==> config.mk <==
export PLATFORM = sky130hd
export DESIGN_NAME = btffa_ctrl
export DESIGN_NICKNAME = d
export VERILOG_FILES = /design/src/rtl/btffa_pkg.sv /design/src/rtl/btffa_ctrl.sv
export SDC_FILE = /design/constraint.sdc
export NUM_CORES = 1
export LEC_CHECK = 0
export BUFFER_PORTS_ARGS = -buffer_cell sky130_fd_sc_hd__buf_4
export CAP_MARGIN = 15
export CORE_MARGIN = 1.5
export CORE_UTILIZATION = 39
export CTS_CLUSTER_SIZE = 14
export DETAILED_ROUTE_END_ITERATION = 10
export PLACE_DENSITY = 0.73
export REMOVE_ABC_BUFFERS = 1
export SLEW_MARGIN = 20
export SYNTH_ARGS = -nofsm -noshare
export SYNTH_HDL_FRONTEND = slang
export SYNTH_SLANG_ARGS = --single-unit
==> constraint.sdc <==
create_clock -name i_clk -period 1.6 [get_ports i_clk]
set_input_delay 0.32 -clock i_clk [delete_from_list [all_inputs] [get_ports i_clk]]
set_output_delay 0.32 -clock i_clk [all_outputs]
set_load 0.02 [all_outputs]
==> src/rtl/btffa_pkg.sv <==
// shared types, constants and control structs for the block table allocator
`timescale 1ns / 1ps

package btffa_pkg;

    localparam int DATA_W         = 32;
    localparam int BYTES_W        = 23;
    localparam int CNT_CFG_W      = 11;
    localparam int ENTRY_W        = 3;
    localparam int STATUS_W       = 2;
    localparam int CFG_IDX_W      = 1;
    localparam int NUM_BLOCKS_DEF = 1024;
    localparam int BLOCK_SIZE_DEF = 4096;
    localparam int ADDRESS_WIDTH  = 32;

    localparam logic [DATA_W-1:0] ADDR_MASK = (ADDRESS_WIDTH >= DATA_W) ? {DATA_W{1'b1}} :
        DATA_W'((64'd1 << ADDRESS_WIDTH) - 64'd1);

    localparam logic [DATA_W-1:0]    HEAP_BASE_RST   = '0;
    localparam logic [CNT_CFG_W-1:0] BLOCK_COUNT_RST = 11'd1024;

    // entry mark bit positions
    localparam int MARK_TAKEN = 0;
    localparam int MARK_FIRST = 1;
    localparam int MARK_NEXT  = 2;

    typedef enum logic [CFG_IDX_W-1:0] {
        CFG_HEAP_BASE   = 1'b0,
        CFG_BLOCK_COUNT = 1'b1
    } t_cfg_idx;

    typedef enum logic [STATUS_W-1:0] {
        ST_OK    = 2'd0,
        ST_NOMEM = 2'd1,
        ST_BAD   = 2'd2
    } t_status;

    typedef enum logic [3:0] {
        S_CLEAR,
        S_IDLE,
        S_RCP,
        S_QUO,
        S_PRD,
        S_EVAL,
        S_SCAN,
        S_MARK,
        S_MUL,
        S_SUM,
        S_FREE_RD,
        S_FREE_EV,
        S_DONE
    } t_state;

    typedef struct packed {
        logic    clr_wr;
        logic    capture;
        logic    rcp_mul;
        logic    rcp_sum;
        logic    chk_mul;
        logic    scan_start;
        logic    scan_step;
        logic    mark_step;
        logic    free_start;
        logic    free_rd;
        logic    free_wr;
        logic    mul;
        logic    sum;
        logic    set_res;
        t_status res_status;
        logic    load_out;
    } t_cmd;

    typedef struct packed {
        logic clr_last;
        logic kind_free;
        logic pre_bad;
        logic need_gt_count;
        logic free_bad_idx;
        logic scan_hit;
        logic scan_miss;
        logic mark_last;
        logic free_first_bad;
        logic free_more;
        logic out_free;
    } t_sts;

endpackage

==> src/rtl/btffa_ctrl.sv <==
// controller state machine sequencing clear, decode, scan, mark and free
`timescale 1ns / 1ps

module btffa_ctrl (
    input  logic              i_clk,
    input  logic              i_rst_n,
    input  logic              i_valid,
    output logic              o_stall,
    input  btffa_pkg::t_sts   i_sts,
    output btffa_pkg::t_cmd   o_cmd
);
    import btffa_pkg::*;

    t_state r_state;
    t_state n_state;

    always_ff @(posedge i_clk) begin
        if (!i_rst_n) begin
            r_state <= S_CLEAR;
        end else begin
            r_state <= n_state;
        end
    end

    always_comb begin
        n_state          = r_state;
        o_cmd            = '0;
        o_cmd.res_status = ST_OK;
        o_stall          = 1'b1;
        case (r_state)
            S_CLEAR: begin
                o_cmd.clr_wr = 1'b1;
                if (i_sts.clr_last) begin
                    n_state = S_IDLE;
                end
            end
            S_IDLE: begin
                o_stall = 1'b0;
                if (i_valid) begin
                    o_cmd.capture = 1'b1;
                    n_state       = S_RCP;
                end
            end
            S_RCP: begin
                if (i_sts.pre_bad) begin
                    o_cmd.set_res    = 1'b1;
                    o_cmd.res_status = ST_BAD;
                    n_state          = S_DONE;
                end else begin
                    o_cmd.rcp_mul = 1'b1;
                    n_state       = S_QUO;
                end
            end
            S_QUO: begin
                o_cmd.rcp_sum = 1'b1;
                n_state       = S_PRD;
            end
            S_PRD: begin
                o_cmd.chk_mul = 1'b1;
                n_state       = S_EVAL;
            end
            S_EVAL: begin
                if (i_sts.kind_free) begin
                    if (i_sts.free_bad_idx) begin
                        o_cmd.set_res    = 1'b1;
                        o_cmd.res_status = ST_BAD;
                        n_state          = S_DONE;
                    end else begin
                        o_cmd.free_start = 1'b1;
                        n_state          = S_FREE_RD;
                    end
                end else begin
                    if (i_sts.need_gt_count) begin
                        o_cmd.set_res    = 1'b1;
                        o_cmd.res_status = ST_NOMEM;
                        n_state          = S_DONE;
                    end else begin
                        o_cmd.scan_start = 1'b1;
                        n_state          = S_SCAN;
                    end
                end
            end
            S_SCAN: begin
                o_cmd.scan_step = 1'b1;
                if (i_sts.scan_hit) begin
                    n_state = S_MARK;
                end else if (i_sts.scan_miss) begin
                    o_cmd.set_res    = 1'b1;
                    o_cmd.res_status = ST_NOMEM;
                    n_state          = S_DONE;
                end
            end
            S_MARK: begin
                o_cmd.mark_step = 1'b1;
                if (i_sts.mark_last) begin
                    n_state = S_MUL;
                end
            end
            S_MUL: begin
                o_cmd.mul = 1'b1;
                n_state   = S_SUM;
            end
            S_SUM: begin
                o_cmd.sum = 1'b1;
                n_state   = S_DONE;
            end
            S_FREE_RD: begin
                o_cmd.free_rd = 1'b1;
                n_state       = S_FREE_EV;
            end
            S_FREE_EV: begin
                if (i_sts.free_first_bad) begin
                    o_cmd.set_res    = 1'b1;
                    o_cmd.res_status = ST_BAD;
                    n_state          = S_DONE;
                end else begin
                    o_cmd.free_wr = 1'b1;
                    if (i_sts.free_more) begin
                        n_state = S_FREE_RD;
                    end else begin
                        o_cmd.set_res    = 1'b1;
                        o_cmd.res_status = ST_OK;
                        n_state          = S_DONE;
                    end
                end
            end
            S_DONE: begin
                if (i_sts.out_free) begin
                    o_cmd.load_out = 1'b1;
                    n_state        = S_IDLE;
                end
            end
            default: begin
                n_state = S_CLEAR;
            end
        endcase
    end

endmodule

==> summary.md <==
| Metric | Value |
|---|---|
| Vias in the first global route | 913 |
| Crit path kind | register to register |
| Leakage power | 0.539 nW |
| Boundary Pins | 32 |
| Post-Synth Adder-Cell Area | 0% |
| Residual DRC | 0 |
| Synth Area in Compound Gates | 24.7% |
| Placed insts | 150 |
| Final ANT Viol Nets | 0 |
| Synth area leader | dfxtp_1 |
| Commonest non-fill, non-tap cell in the layout | buf_4 |
| Simple-gate share of the synthesized area | 51.0% |
| CTS Buf Count | 3 |
| PwrDens | 1410 nW/um^2 |
| Largest Register | r_state |
| Final Wtd Congestion | 0.909 |
| Critical Path RT | 1.71 ns |
| Startpoint types | register |
| Antenna violations before repair | 0 |
| First-pass GRT wire length | 3770 um |
| Post-synthesis cell area | 618 um^2 |
| Max cap viols | 0 |
| Vias per cell | 6.19 |
| Fmax | 617 MHz |
| Die Wd | 42.8 um |
| Core ar. | 1490 um^2 |
| RSZ-0062 raised after global routing | true |
| Die H | 42.8 um |
| CP Max Fanout | 6 |
| Total Die Area | 1830 um^2 |
| Area grow syn2layout | 91.5% |
| Worst EP arrival | 1.73 ns |
| VDD IR max | 0.780 mV |
| Largest cells by area after synthesis | dfxtp_1 13%, nor3_1 8.9%, nor2_1 8.5% |
| Grt ovf | 0 |
| Final period util | 101% |
| Max reg flops | 4 |
| Status | finished with violations |
| Setup violators final | 6 |
| Cts hold-fix bufs | 0 |
| GRT Total Usage | 26.6% |
| Regs by FF count | r_state: 4 flops |
| Mean post-synth cell area | 6.37 um^2 |
| Hold crit path type | input port to register |
| Largest net degree at the start of global routing | 12 |
| Clk sink count | 4 |
| Gate Count Post-Synth | 97 |
| Ordered cell list for the critical path | or2_4 > or4_4 > a31oi_1 > a311oi_1 |
| Slew headroom | 74.7% |
| Seq/Total Area, Yosys | 13.0% |
| Bufs on Longest Clock Path | 2 |
| Final Hold Vio Count | 0 |
| Ys Warns | 0 |
| Setup TNS | -0.0573 ns |
| Slew Limit Fails | 0 |
| Diode count | 0 |
| Clock root buffer | clkbuf_4 |
| Row cnt | 14 |
| CP endpoint kind | register |
| CTS tree | done |
| Post-synthesis xor/xnor area fraction | 1.42% |
| Number of synthesized register bits | 4 |
| Cell variety after synth | 32 |
| PnR worst setup slack | -0.0212 ns |
| Vias post-DR | 985 |
| Multiplexer share of the synthesized area | 1.82% |
| Combinational family with the most area after synthesis | simple AND/OR/NAND/NOR gates |
| Initial Util | 41.5% |
| HPWL after DPL | 1640 um |
| Fraction of layout cells with a size suffix above 1 | 58.7% |
| First-pass iteration count of the detailed router | 4 |
| CTS H-Tree Depth | 1 |
| Drt wl/cell | 17.1 um |
| Final hold slack | 0.346 ns |
| Actual slew at the worst max-slew pin | 0.376 ns |
| Port bufs | 31 |
| Slowest stage cell on the critical path | or4_4 |
| Post-Layout Cell Count | 159 |
| Fin crit period | 1.62 ns |
| Routed WL | 2720 um |
| Clock Pin Slew Worst Setup and Hold Paths | 0.04 ns |
| Power Total | 1.67 mW |
| Yosys top cell area share | 13.0% |
| Most frequent cells in the layout | 42 x buf_4, 11 x nor2_1, 8 x buf_6 |
| Initial DRC count | 46 |
| # nets final | 159 |
| Failing checks | setup timing |
| Clk_lat worst skew | 0.24 ns |
| Slowest Stage Delay on Critical Path | 0.51 ns |
| Skew final | 0.00974 ns |
| Dpl ws | 0.00604 ns |
[layer usage]
layer / up-vias / routed length (um) / GRT usage (%)
li1: 448 / - / -
met4: 0 / 57 / 11.9
met5: - / 0 / 0
met2: 51 / 1440 / 49.4
met3: 8 / 152 / 2.98
met1: 478 / 1070 / 29.7
[timing repair]
item                       4_1_cts  5_1_grt
resized for setup               21       24
setup endpoints to repair       18       17
setup buffers                    2        4
pin swaps                        4        2
[kinds of logic after synthesis]
logic type / Yosys count
simple gates: 60
mux: 1
xor+xnor: 1
flops: 4
buf+inv: 12
compound gates: 19
[Yosys cell counts]
library cell,instances
a211oi_1,2
a211oi_2,1
a221o_1,2
a22o_1,2
a311oi_1,1
a31o_2,2
a31oi_1,1
a32o_1,2
and3_1,3
and3b_1,2
buf_2,4
clkbuf_1,3
dfxtp_1,4
inv_1,5
mux2_2,1
nand2_1,9
nand2b_1,5
nand3_1,3
nand3b_1,2
nor2_1,14
nor2b_1,3
nor3_1,11
nor3b_1,1
nor4_1,3
o21a_1,1
o21ai_0,3
o22ai_1,2
or2_0,1
or2_2,1
or4_1,1
or4_4,1
xor2_1,1
[where the power goes]
| group | total, mW | internal, mW | switching (mW) |
|---|---|---|---|
| clock | 0.130 | 0.0842 | 0.0463 |
| sequential | 0.240 | 0.151 | 0.0886 |
| combinational | 1.30 | 0.645 | 0.651 |
[critical path: cells and delay by family (launching register included)]
kind,cells,cell delay [ns]
AOI/OAI and AO/OA,2,0.34
DFF,1,0.36
and+or+nand+nor,2,0.80
[area by class of cell]
class / count / area, um^2
well taps: 16 / 20.0
fillers: 105 / 305
repair buffers: 50 / 405
flip-flops and latches: 4 / 95.1
inverters: 5 / 18.8
clock buffers: 3 / 22.5
multi-input cells: 81 / 622
[through the flow]
stage | utilization (%) | instance area [um^2]
final | 79.5 | 1180
after global routing | 79.5 | 1180
after CTS | 70.2 | 1040
after detailed placement | 62.9 | 937
after global placement | 62.9 | 937
after floorplan | - | 587
[worst paths after layout]
path	cells after the start	end	slack, ns	startpoint
max	4	r_state[2]	-0.02	r_state[0]
min	2	r_state[1]	0.35	i_rst_n
max reg2reg	4	r_state[2]	-0.02	r_state[0]
min reg2reg	3	r_state[1]	0.84	r_state[1]
No activity file was read; power rests on OpenSTA's default activity.
